==> config.mk <==
export PLATFORM = sky130hd
export DESIGN_NAME = ping_pong_record_page_controller_top
export DESIGN_NICKNAME = d
export VERILOG_FILES = /design/src/rtl/core/ppr_pkg.sv /design/src/rtl/core/ping_pong_record_page_controller_top.sv /design/src/rtl/core/ppr_step.sv
export SDC_FILE = /design/constraint.sdc
export NUM_CORES = 1
export LEC_CHECK = 0
export BUFFER_PORTS_ARGS = -buffer_cell sky130_fd_sc_hd__buf_2
export CAP_MARGIN = 25
export CORE_MARGIN = 5
export CORE_UTILIZATION = 30
export DETAILED_ROUTE_END_ITERATION = 6
export PLACE_DENSITY = 0.52
export SYNTH_ARGS = -nofsm -noshare
export SYNTH_HDL_FRONTEND = slang
export SYNTH_SLANG_ARGS = --single-unit
==> constraint.sdc <==
create_clock -name clk_i -period 4.97 [get_ports clk_i]
set_input_delay 0.994 -clock clk_i [delete_from_list [all_inputs] [get_ports clk_i]]
set_output_delay 0.994 -clock clk_i [all_outputs]
set_load 0.005 [all_outputs]
==> src/rtl/core/ppr_pkg.sv <==
`timescale 1ns / 1ps

package ppr_pkg;

  localparam logic [2:0] MODE_INIT    = 3'd0;
  localparam logic [2:0] MODE_STARTUP = 3'd1;
  localparam logic [2:0] MODE_STANDBY = 3'd2;
  localparam logic [2:0] MODE_WRITING = 3'd3;
  localparam logic [2:0] MODE_READING = 3'd4;
  localparam logic [2:0] MODE_ERROR   = 3'd5;

  localparam logic [2:0] ACT_START    = 3'd0;
  localparam logic [2:0] ACT_DONE     = 3'd1;
  localparam logic [2:0] ACT_ERROR    = 3'd2;
  localparam logic [2:0] ACT_WRITE    = 3'd3;
  localparam logic [2:0] ACT_READ     = 3'd4;

  localparam logic [1:0] RSTAT_NONE   = 2'd0;
  localparam logic [1:0] RSTAT_OK     = 2'd1;
  localparam logic [1:0] RSTAT_FAIL   = 2'd2;

  localparam logic [6:0]  ADDR_BASE   = 7'h50;
  localparam logic [15:0] ALL_ONES    = 16'hFFFF;
  localparam logic [15:0] HALF_RANGE  = 16'h8000;

  typedef struct packed {
    logic [2:0]  action;
    logic [15:0] footer_seq;
    logic [15:0] footer_check;
  } in_item_t;

  typedef struct packed {
    logic        issue_read;
    logic        issue_write;
    logic [6:0]  device_address;
    logic [15:0] new_seq;
    logic [15:0] new_seq_check;
    logic        ready_res;
    logic [1:0]  rd_status;
    logic        write_done;
    logic        fault;
  } out_item_t;

  typedef struct packed {
    logic [2:0]  mode;
    logic        target_page;
    logic        latest_valid;
    logic        latest_page;
    logic [15:0] seq0;
    logic [15:0] seq1;
    logic [15:0] chk0;
    logic [15:0] chk1;
    logic [15:0] pending_seq;
  } state_t;

endpackage

==> src/rtl/core/ping_pong_record_page_controller_top.sv <==
`timescale 1ns / 1ps

// Two-page record store controller. Takes one event item per clock while
// the input is not stalled, and returns exactly one result item per event, in
// order. An accepted item is held in the input register, is evaluated against
// the controller state and lands in the output register, from which its result
// shows on the output; throughput is one item per cycle unless stalled, with
// the state update done by the combinational step logic. The input stalls
// only while a result waits under a stalled output and the input register is
// also full.
module ping_pong_record_page_controller_top import ppr_pkg::*; (
  input  logic      clk_i,
  input  logic      rst_ni,
  input  logic      in_valid_i,
  output logic      in_stall_o,
  input  in_item_t  in_item_i,
  output logic      out_valid_o,
  input  logic      out_stall_i,
  output out_item_t out_item_o
);

  logic      in_valid_q;
  in_item_t  in_item_q;
  logic      out_valid_q;
  out_item_t out_item_q;
  state_t    st_q, st_d;
  out_item_t res;
  logic      advance;

  assign advance    = in_valid_q && (!out_valid_q || !out_stall_i);
  assign in_stall_o = in_valid_q && !advance;

  ppr_step u_step (
    .st_i   (st_q),
    .item_i (in_item_q),
    .st_o   (st_d),
    .res_o  (res)
  );

  always_ff @(posedge clk_i or negedge rst_ni) begin
    if (!rst_ni) begin
      in_valid_q  <= 1'b0;
      out_valid_q <= 1'b0;
      st_q        <= '0;
    end else begin
      if (!in_stall_o) begin
        in_valid_q <= in_valid_i;
      end
      if (advance) begin
        out_valid_q <= 1'b1;
        st_q        <= st_d;
      end else if (!out_stall_i) begin
        out_valid_q <= 1'b0;
      end
    end
  end

  always_ff @(posedge clk_i) begin
    if (!in_stall_o) begin
      in_item_q <= in_item_i;
    end
    if (advance) begin
      out_item_q <= res;
    end
  end

  assign out_valid_o = out_valid_q;
  assign out_item_o  = out_item_q;

endmodule

==> src/rtl/core/ppr_step.sv <==
`timescale 1ns / 1ps

module ppr_step import ppr_pkg::*; (
  input  state_t    st_i,
  input  in_item_t  item_i,
  output state_t    st_o,
  output out_item_t res_o
);

  logic        ok0;
  logic [15:0] diff;
  logic [15:0] base_seq;
  logic        wr_page;
  logic [15:0] wr_seq;

  // Footer validity uses the footers as they stand before this item.
  assign ok0      = (st_i.seq0 ^ st_i.chk0) == ALL_ONES;
  assign diff     = st_i.seq0 - item_i.footer_seq;
  assign base_seq = st_i.latest_page ? st_i.seq1 : st_i.seq0;
  assign wr_page  = st_i.latest_valid ? ~st_i.latest_page : 1'b0;
  assign wr_seq   = st_i.latest_valid ? base_seq + 16'd1 : 16'd0;

  always_comb begin
    logic v1;
    st_o  = st_i;
    res_o = '0;
    res_o.device_address = ADDR_BASE;
    // page 1 footer arrives with the item itself at the end of startup
    v1 = (item_i.footer_seq ^ item_i.footer_check) == ALL_ONES;
    unique case (item_i.action)
      ACT_START: begin
        if (st_i.mode == MODE_INIT) begin
          st_o.mode        = MODE_STARTUP;
          st_o.target_page = 1'b0;
          res_o.issue_read = 1'b1;
        end
      end
      ACT_DONE: begin
        if (st_i.mode == MODE_STARTUP) begin
          if (st_i.target_page) begin
            st_o.seq1 = item_i.footer_seq;
            st_o.chk1 = item_i.footer_check;
            if (ok0 && v1) begin
              st_o.latest_valid = 1'b1;
              st_o.latest_page  = (diff >= HALF_RANGE);
            end else begin
              st_o.latest_valid = ok0 | v1;
              st_o.latest_page  = v1 & ~ok0;
            end
            res_o.ready_res = 1'b1;
            st_o.mode       = MODE_STANDBY;
          end else begin
            st_o.seq0        = item_i.footer_seq;
            st_o.chk0        = item_i.footer_check;
            st_o.target_page = 1'b1;
            res_o.issue_read = 1'b1;
            res_o.device_address = ADDR_BASE | 7'd1;
          end
        end else if (st_i.mode == MODE_WRITING) begin
          if (st_i.target_page) begin
            st_o.seq1 = st_i.pending_seq;
            st_o.chk1 = ~st_i.pending_seq;
          end else begin
            st_o.seq0 = st_i.pending_seq;
            st_o.chk0 = ~st_i.pending_seq;
          end
          st_o.latest_valid = 1'b1;
          st_o.latest_page  = st_i.target_page;
          res_o.write_done  = 1'b1;
          st_o.mode         = MODE_STANDBY;
        end else if (st_i.mode == MODE_READING) begin
          res_o.rd_status = RSTAT_OK;
          st_o.mode       = MODE_STANDBY;
        end
      end
      ACT_ERROR: begin
        if (st_i.mode == MODE_STARTUP) begin
          st_o.latest_valid = 1'b0;
          st_o.latest_page  = 1'b0;
          res_o.fault       = 1'b1;
          res_o.ready_res   = 1'b1;
          st_o.mode         = MODE_STANDBY;
        end else if (st_i.mode == MODE_WRITING || st_i.mode == MODE_READING) begin
          res_o.fault = 1'b1;
          st_o.mode   = MODE_ERROR;
        end
      end
      ACT_WRITE: begin
        if (st_i.mode == MODE_STANDBY) begin
          st_o.target_page     = wr_page;
          st_o.pending_seq     = wr_seq;
          res_o.issue_write    = 1'b1;
          res_o.device_address = ADDR_BASE | {6'd0, wr_page};
          res_o.new_seq        = wr_seq;
          res_o.new_seq_check  = ~wr_seq;
          st_o.mode            = MODE_WRITING;
        end
      end
      ACT_READ: begin
        if (st_i.mode == MODE_STANDBY) begin
          if (!st_i.latest_valid) begin
            res_o.rd_status = RSTAT_FAIL;
          end else begin
            st_o.target_page     = st_i.latest_page;
            res_o.issue_read     = 1'b1;
            res_o.device_address = ADDR_BASE | {6'd0, st_i.latest_page};
            st_o.mode            = MODE_READING;
          end
        end
      end
      default: begin
      end
    endcase
  end

endmodule

* After elaboration in Yosys (flattened, before gate mapping)
Index checks and enable logic that the tools add are counted.
** Word-level totals
- Input port bits :: 39
- Register bits after elaboration :: 153
- Logic and storage cells :: 138
- Output and inout bits :: 48
** Operators by class
- $lt $le $gt $ge :: 1
- Reductions and logical operators :: 22
- Muxes and demuxes :: 57
- Equal/unequal tests :: 25
- Bitwise operators :: 9
- $add $sub $neg :: 2
** Operators by type and width (count)
- two-way mux 16 bit :: 10
- two-way mux 66 bit :: 2
- two-way mux 40 bit :: 1
- == test 16 bit (second input constant) :: 2
- NOT 16 bit :: 2
- bitwise XOR 16 bit :: 2
- two-way mux 3 bit :: 7
- one-hot mux 7 bit (3 select lines) :: 1
- two-way mux 1 bit :: 19
- adder 16 x 1 -> 16 bit (second input constant) :: 1
- >= comparator 16 bit (second input constant) :: 1
- two-way mux 4 bit :: 4
- subtractor 16 bit :: 1
- one-hot mux 3 bit (5 select lines) :: 1
- AND reduction 5 bit :: 3
- two-way mux 7 bit :: 2
- == test 3 x 2 -> 1 bit (second input constant) :: 4
- != test 2 x 1 -> 1 bit (second input constant) :: 6
- two-way mux 2 bit :: 5
- != test 2 bit (second input constant) :: 5
- AND reduction 9 bit :: 1
- one-hot mux 2 bit (2 select lines) :: 2
- AND reduction 7 bit :: 1
- == test 3 x 1 -> 1 bit (second input constant) :: 2
- other kinds (20) :: 31

* Depth between registers and ports, before layout
Gate-level depths: netlist of run 1.
- Depth after elaboration :: 8
- Mapped depth :: 12
- Depth with buffers taken out :: 7

* Cells and area by module
Synthesis of run 1 repeated with hierarchy kept, for this count alone.
** Unflattened totals
- Cell total of the unflattened synthesis :: 798
- Area, all modules :: 9026.2 um2
** By module, submodules not included
- ping_pong_record_page_controller_top :: area each 5726.7 um2, cells an instance 269, sequential area each 4634.4 um2, times used 1
- ppr_step :: area each 3299.4 um2, cells an instance 529, sequential area each 0.0 um2, times used 1

* Least setup slack after synthesis of run 1
Ideal clock, no wire load.
- Path kind :: input to register
- Start :: input port out_stall_i
- End :: register st_q[70] (netlist bit)
- Library setup time :: 0.127 ns
- Cell stages on the path :: 7
- Required time :: 4.843 ns
- Setup slack :: 1.689 ns
- Arrival :: 3.155 ns
- Buffers on the path :: 2
- Cells stage by stage :: a21boi_2 nand2_1 or3_1 buf_2 buf_2 nand2_1 o21ai_1
** Between the ends
- Word-level cells in the longest chain between the ends :: 4
** Ends and longest elaborated chain
- from (decl) :: line ping_pong_record_page_controller_top.sv:18 : input logic out_stall_i,
- logical NOT 1 bit
- logical OR 1 bit :: line ping_pong_record_page_controller_top.sv:30 : assign advance = in_valid_q && (!out_valid_q || !out_stall_i);
- logical AND 1 bit :: line ping_pong_record_page_controller_top.sv:30
- AND reduction 5 bit (no source line)
- to (signal assigned) :: line ping_pong_record_page_controller_top.sv:51 : st_q <= st_d;
- to (decl) :: line ping_pong_record_page_controller_top.sv:26 : state_t st_q, st_d;
No other way between the ends.
A chain may end at the register's enable or synchronous reset.

* Worst setup path in the final report of run 1
- Start :: register in_item_q[34] (netlist bit)
- End :: register st_q[9] (netlist bit)
** Between the ends
- Word-level cells in the longest chain between the ends :: 2
** Ends and longest elaborated chain
- from (decl) :: line ping_pong_record_page_controller_top.sv:23 : in_item_t in_item_q;
- from (signal assigned) :: line ping_pong_record_page_controller_top.sv:60 : in_item_q <= in_item_i;
- == test 3 x 2 -> 1 bit :: line ppr_step.sv:30 : unique case (item_i.action)
- AND reduction 3 bit (no source line)
No other way between the ends.

==> metrics, run 1 <==
Min Clock Period, post-route=roughly 3.0 ns; Fmax achieved=335 MHz; TritonRoute pass-1 iters=4; routed wire length per instance=15.7 um; CP Capture Type=register; Sink Count=about 150; Synth Area per Inst=approximately 11 um2; worst r2r src=in_item_q[34]; final WL=roughly 17,000 um; Clock Tree Buf Depth=2; dominant synthesized flop cell=edfxtp_1; CTS tree=done; total congestion overflow=0; Nets=roughly 800; share of synthesized registers carrying an async set or reset=0.490; vias in the first global route=4,881; pin count of the biggest net entering global routing=between 60 and 70; setup repair bufs after CTS=0; Syn Inst Count=about 660; arrival time at the worst endpoint=3.30 ns; routed wl met2=between 6000 and 7000 um; Residual DRC=0; met1 wire length=8940 um; full die area=between 20,000 and 30,000 um2; synth warn=0; clock root buffer=clkbuf_16; fillers=2,431; H-tree depth=4; worst stage delay on the critical path=around 0.73 ns; GP Congestion=approximately 0.78; CP cell instances=and3b_1, nand2_1, inv_1, nand2_1, mux2_2; Rows=between 50 and 60; port buffer count=80; RSZ-0062 raised after global routing=false; synth unique cells=65; slew margin rel.=0.442; DRT antenna net count=0; CTS buffer count=17; Slowest-stage cell, CP=nand2_1; hold path cells=2; Reg clk slew, reported paths=roughly 0.070 ns; placed cells=between 1,000 and 1,500; CP Max Fanout=28; most used cell, CP=nand2_1; CP Launch Type=register; RR Endpoint=st_q[9]; via count=slightly below 5,000; Cell Area, Synth=between 7000 and 8000 um2; setup TNS=0 ns; post-CTS sizing=0; Die H=165 um; diodes inserted=0; global-route wire length before repair=27,000 um; I/O Pins=87; initial drt markers=between 200 and 250; Avg Vias per Cell=around 4.6; Hold Crit Class=reg -> reg; initial antenna violation count=0; Area growth syn-to-layout=17.2%; Starting Density=0.306; placed cell area=between 7000 and 8000 um2; share of cells above drive strength 1=0.197; sequential fraction of the synthesis area=0.562; Final Non-Filler Cells=~1,100; worst-margin pin slew=about 0.83 ns; Hold WS=around 0.48 ns; DIE WIDTH=between 150 and 200 um; final setup violation count=0; R2R Setup Slk=between 1.5 and 2 ns; max layer used=met4; HPWL Detailed=about 12,000 um; PwrDens=around 470 nW/um2; final clock skew=0.0119 ns; metal3 WL=774 um; Final Max Slew Viols=0; Clock Latency Late Sink=0.43 ns; global-route usage over all layers=0.128; fin util=0.359; Final Cycle Share=0.601; hold path endpoint=st_q[0]; cts hold-fix bufs=0; final hold violations=0; synthesis-stage register bit count=between 100 and 150; number of enable flip-flop cells after synthesis=between 70 and 80; maxcap violations=0; Pleak=roughly 3.5 nW; Max IR drop VDD=between 0.0002 and 0.0003 V; critical path class=reg -> reg; status=finished, final reports clean; Critical Path RT=between 5 and 6 ns; hold_sp=st_q[0]; post-route design area=~8500 um2; FF-to-FF path depth=5; core area=between 20,000 and 25,000 um2
## where the power goes
group / total, mW / leakage [nW] / internal (mW) / switching (mW)
clock: 1.24 / 0.278 / 0.708 / 0.532
combinational: 0.993 / 1.48 / 0.392 / 0.601
sequential: 1.72 / 1.71 / 1.50 / 0.220
## cell families (layout without fill, tap and decap cells)
group                    after synthesis  in the layout  synth area share
adder cells (fa/ha/maj)               16             16            0.0278
flip-flops                           147            147             0.562
multiplexers                          21             21            0.0309
other                                  2              6           0.00104
AO/OA/AOI/OAI                        167            167             0.144
AND/OR/NAND/NOR                      199            199             0.138
XOR/XNOR                              42             42            0.0510
buffers and inverters                 64            145            0.0446
## cell usage in the layout, fill, tap and decap left out, types with 9 or more instances in the layout
master	count
mux2i_1	11
nor2_1	28
nand2_1	99
nor4_1	9
nand4_1	12
a21oi_1	25
xnor2_1	40
ha_1	16
inv_1	24
dfrtp_1	72
buf_2	80
a21boi_0	16
o21ai_0	50
o21ai_1	32
mux2_2	10
edfxtp_1	75
clkbuf_16	17
## cells in the mapped netlist (2+ instances only)
| library cell | number | area (um2) |
|---|---|---|
| nor2b_1 | 2 | 12.5 |
| dfrtp_1 | 72 | 1800 |
| ha_1 | 16 | 200 |
| mux2_2 | 10 | 113 |
| nor3_1 | 7 | 35.0 |
| and2_1 | 3 | 18.8 |
| a22oi_1 | 3 | 22.5 |
| buf_4 | 8 | 60.1 |
| and3_1 | 3 | 18.8 |
| o21a_1 | 7 | 52.6 |
| buf_2 | 14 | 70.1 |
| nand2b_1 | 2 | 12.5 |
| nand4_1 | 12 | 75.1 |
| nand3_1 | 9 | 45.0 |
| nand3b_1 | 5 | 37.5 |
| a21o_1 | 3 | 22.5 |
| xnor2_1 | 40 | 350 |
| nand2_1 | 99 | 372 |
| mux2i_1 | 11 | 110 |
| edfxtp_1 | 75 | 2250 |
| a21boi_0 | 16 | 120 |
| a21boi_1 | 2 | 15.0 |
| a31oi_1 | 3 | 18.8 |
| or3b_1 | 2 | 17.5 |
| nand3_2 | 2 | 20.0 |
| o21ai_0 | 50 | 250 |
| nor3b_1 | 3 | 22.5 |
| a31o_2 | 3 | 26.3 |
| conb_1 | 2 | 7.51 |
| clkbuf_1 | 14 | 52.6 |
| nor4_1 | 9 | 56.3 |
| a21oi_1 | 25 | 125 |
| inv_1 | 24 | 90.1 |
| o31ai_1 | 5 | 37.5 |
| and3b_1 | 2 | 17.5 |
| or3_1 | 2 | 12.5 |
| nand3b_4 | 2 | 40.0 |
| nor2_1 | 28 | 105 |
| xor2_1 | 2 | 17.5 |
| o211ai_1 | 2 | 15.0 |
| nor3_4 | 2 | 32.5 |
| buf_6 | 3 | 33.8 |
| o21ai_1 | 32 | 160 |
## sequential cells by signal, summed over array words and instances (netlist names)
signal / flops
st_q: 70
in_valid_q: 1
out_valid_o: 1
out_item_o: 40
in_item_q: 35
## metal layers
metal / vias up / global-route usage
met5: - / 0
met4: 0 / 0.0397
met3: 18 / 0.0282
met2: 97 / 0.179
met1: 2259 / 0.197
li1: 2496 / -
## stage by stage
step	power, mW	worst slack [ns]
detailed placement	2.75	1.96
global placement	2.73	1.88
finish	3.95	1.98
global route	4.21	1.73
CTS	4.00	1.95
floorplan	2.44	1.69
## final cells by class
class / count / area, um2 / area share
Timing Repair Buffer: 89 / 480 / 0.0569
Sequential cell: 147 / 4050 / 0.480
Clock inverter: 14 / 126 / 0.0150
Clock buffer: 18 / 439 / 0.0520
Tap cell: 319 / 399 / 0.0472
Multi-Input combinational cell: 451 / 2860 / 0.339
Inverter: 24 / 90.1 / 0.0107
## worst max-delay path, delay by kind of cell, from the launching register on
family,cells,cell delay (ns)
and+or+nand+nor,3,1.45
muxes,1,0.41
buffers and inverters,1,0.39
DFF,1,0.60
## how the worst max path moves through the flow
| stage | to | slack, ns | start |
|---|---|---|---|
| floorplan | st_q[70] | 1.69 | out_stall_i |
| global placement | st_q[15] | 1.88 | in_item_q[34] |
| detailed placement | st_q[9] | 1.96 | in_item_q[34] |
| CTS | st_q[15] | 1.95 | in_item_q[34] |
| global route | st_q[15] | 1.73 | in_item_q[34] |
| finish | st_q[9] | 1.98 | in_item_q[34] |
No activity file was read; power rests on OpenSTA's default activity.
==> run 2: changes to the inputs <==
- clock period: 4.97 -> 3 ns (I/O delays scaled with it)
==> run 2 against run 1 <==
Clock-buffer cell count increased by 2. Die area unchanged. Routed wire length increased by 1.4%.
==> metrics, run 2 (synthesis results as in run 1) <==
slew margin rel.=0.489 (+0.0464); GP Congestion=0.784 (unchanged); share of cells above drive strength 1=0.209 (+0.0128); DRT antenna net count=0 (unchanged); diodes inserted=0 (unchanged); Clock Latency Late Sink=0.42 ns (about the same); Die H=165 um (unchanged); most used cell, CP=nor3_1; setup TNS=0 ns (unchanged); worst stage delay on the critical path=0.51 ns (-0.22 ns); Final Cycle Share=0.827 (+0.226); arrival time at the worst endpoint=2.64 ns (-0.66 ns); I/O Pins=87 (unchanged); Avg Vias per Cell=4.55 (-0.70%); Slowest-stage cell, CP=dfrtp_1; setup repair bufs after CTS=0 (unchanged); cts hold-fix bufs=0 (unchanged); TritonRoute pass-1 iters=5 (+1); post-CTS sizing=0 (unchanged); commonest cells after routing, fill and taps aside=nand2_1, buf_2, edfxtp_1; final hold violations=0 (unchanged); Final Non-Filler Cells=1,069 (+0.66%); R2R Setup Slk=0.52 ns (-1.46 ns); full die area=27,200 um2 (unchanged); initial drt markers=309 (+27%); final clock skew=0.00785 ns (-0.00410 ns); HPWL Detailed=12,500 um (+0.89%); global-route usage over all layers=0.129 (+0.000391); pin count of the biggest net entering global routing=65 (unchanged); CP Capture Type=register; Starting Density=0.306 (unchanged); critical path class=reg -> reg; Hold Crit Class=in -> async; PwrDens=773 nW/um2 (+65%); Rows=56 (unchanged); CTS buffer count=17 (unchanged); status=finished, final reports clean; Residual DRC=0 (unchanged); maxcap violations=0 (unchanged); CP cell instances=buf_4, mux2_2, ha_1, and2_1, and4_1, nor3_1, nor3_1; initial antenna violation count=0 (unchanged); Final Max Slew Viols=0 (unchanged); Reg clk slew, reported paths=0.06 ns (about the same); CP Launch Type=register; via count=4,868 (-0.041%); H-tree depth=4 (unchanged); core area=23,500 um2 (unchanged); RSZ-0062 raised after global routing=false; Fmax achieved=403 MHz (+20%); Critical Path RT=3.16 ns (-2.13 ns); global-route wire length before repair=27,300 um (+1.3%); Most flops, register=st_q; fin util=0.362 (+0.00319); final WL=16,900 um (+1.4%); port buffer count=80 (unchanged); most common cell after layout, fill and taps aside=nand2_1; Clock Tree Buf Depth=2 (unchanged); DIE WIDTH=165 um (unchanged); Sink Count=147 (unchanged); routed wire length per instance=15.8 um (+0.70%); clock root buffer=clkbuf_16; Nets=792 (+0.89%); total congestion overflow=0 (unchanged); Pleak=3.50 nW (+1.0%); Area growth syn-to-layout=18.3%; fillers=2,428 (-0.12%); Max IR drop VDD=0.000404 V (+48%); CTS tree=done; max FFs per register=70 (unchanged); vias in the first global route=4,871 (-0.20%); Min Clock Period, post-route=2.48 ns (-0.506 ns); worst-margin pin slew=0.767 ns (-0.0676 ns); placed cells=1,035 (+0.58%); final setup violation count=0 (unchanged); CP Max Fanout=10 (-64%)
## run 2: cell types whose count changed in the layout (fill, tap and decap cells not counted), moves of 2 or more
cell,change
buf_4,+5
clkinv_1,-4
clkinvlp_4,+3
clkbuf_8,+2
clkinv_2,+2
## run 2: area by class of cell
cell class              count  area (um2)  share of cell area
flip-flops and latches    147        4050               0.475
multi-input cells         451        2860               0.336
repair buffers             96         561              0.0657
clock buffers              20         467              0.0547
well taps                 319         399              0.0468
clock inverters            12        93.8              0.0110
inverters                  24        90.1              0.0106
## run 2: path summary, 6_finish.rpt
path | startpoint | endpoint | depth (start not counted)
worst max-delay path | st_q[80] | out_item_o[29] | 7
min in group clk_i | in_item_i[25] | in_item_q[25] | 1
worst min-delay path | rst_ni | st_q[85] | 1
worst min register to register | st_q[63] | st_q[63] | 2
max in group asynchronous | rst_ni | st_q[8] | 2
worst max register to register | st_q[80] | out_item_o[29] | 7
## run 2: metal layers
layer	vias to the layer above	share of wire	global-route usage
met5	-	0	0
met4	0	0.012	0.0367
met3	14	0.049	0.0252
met2	101	0.41	0.177
met1	2244	0.53	0.203
li1	2509	-	-
## run 2: report_power, final
group / leakage, nW / total, mW / internal, mW / switching (mW)
Clock: 0.270 / 2.03 / 1.14 / 0.896
Sequential: 1.71 / 2.86 / 2.48 / 0.376
Combinational: 1.52 / 1.70 / 0.690 / 1.01
Total: 3.50 / 6.59 / 4.31 / 2.28
## run 2: metrics by stage
stage	setup WS [ns]	cell area [um2]	hold slack [ns]	power (mW)
4_1_cts	0.530	8480	0.273	6.61
3_3_place_gp	0.555	7920	0.456	4.55
3_5_place_dp	0.538	7920	0.465	4.57
5_1_grt	0.372	8530	0.301	7.02
6_report	0.520	8530	0.244	6.59
2_1_floorplan	0.113	7220	0.304	4.04
## run 2: critical path: cells and delay by family, from the launching register on
kind | cells | cell delay [ns]
simple gates | 4 | 0.89
buf+inv | 1 | 0.24
fa+ha+maj | 1 | 0.22
mux | 1 | 0.35
flops | 1 | 0.51
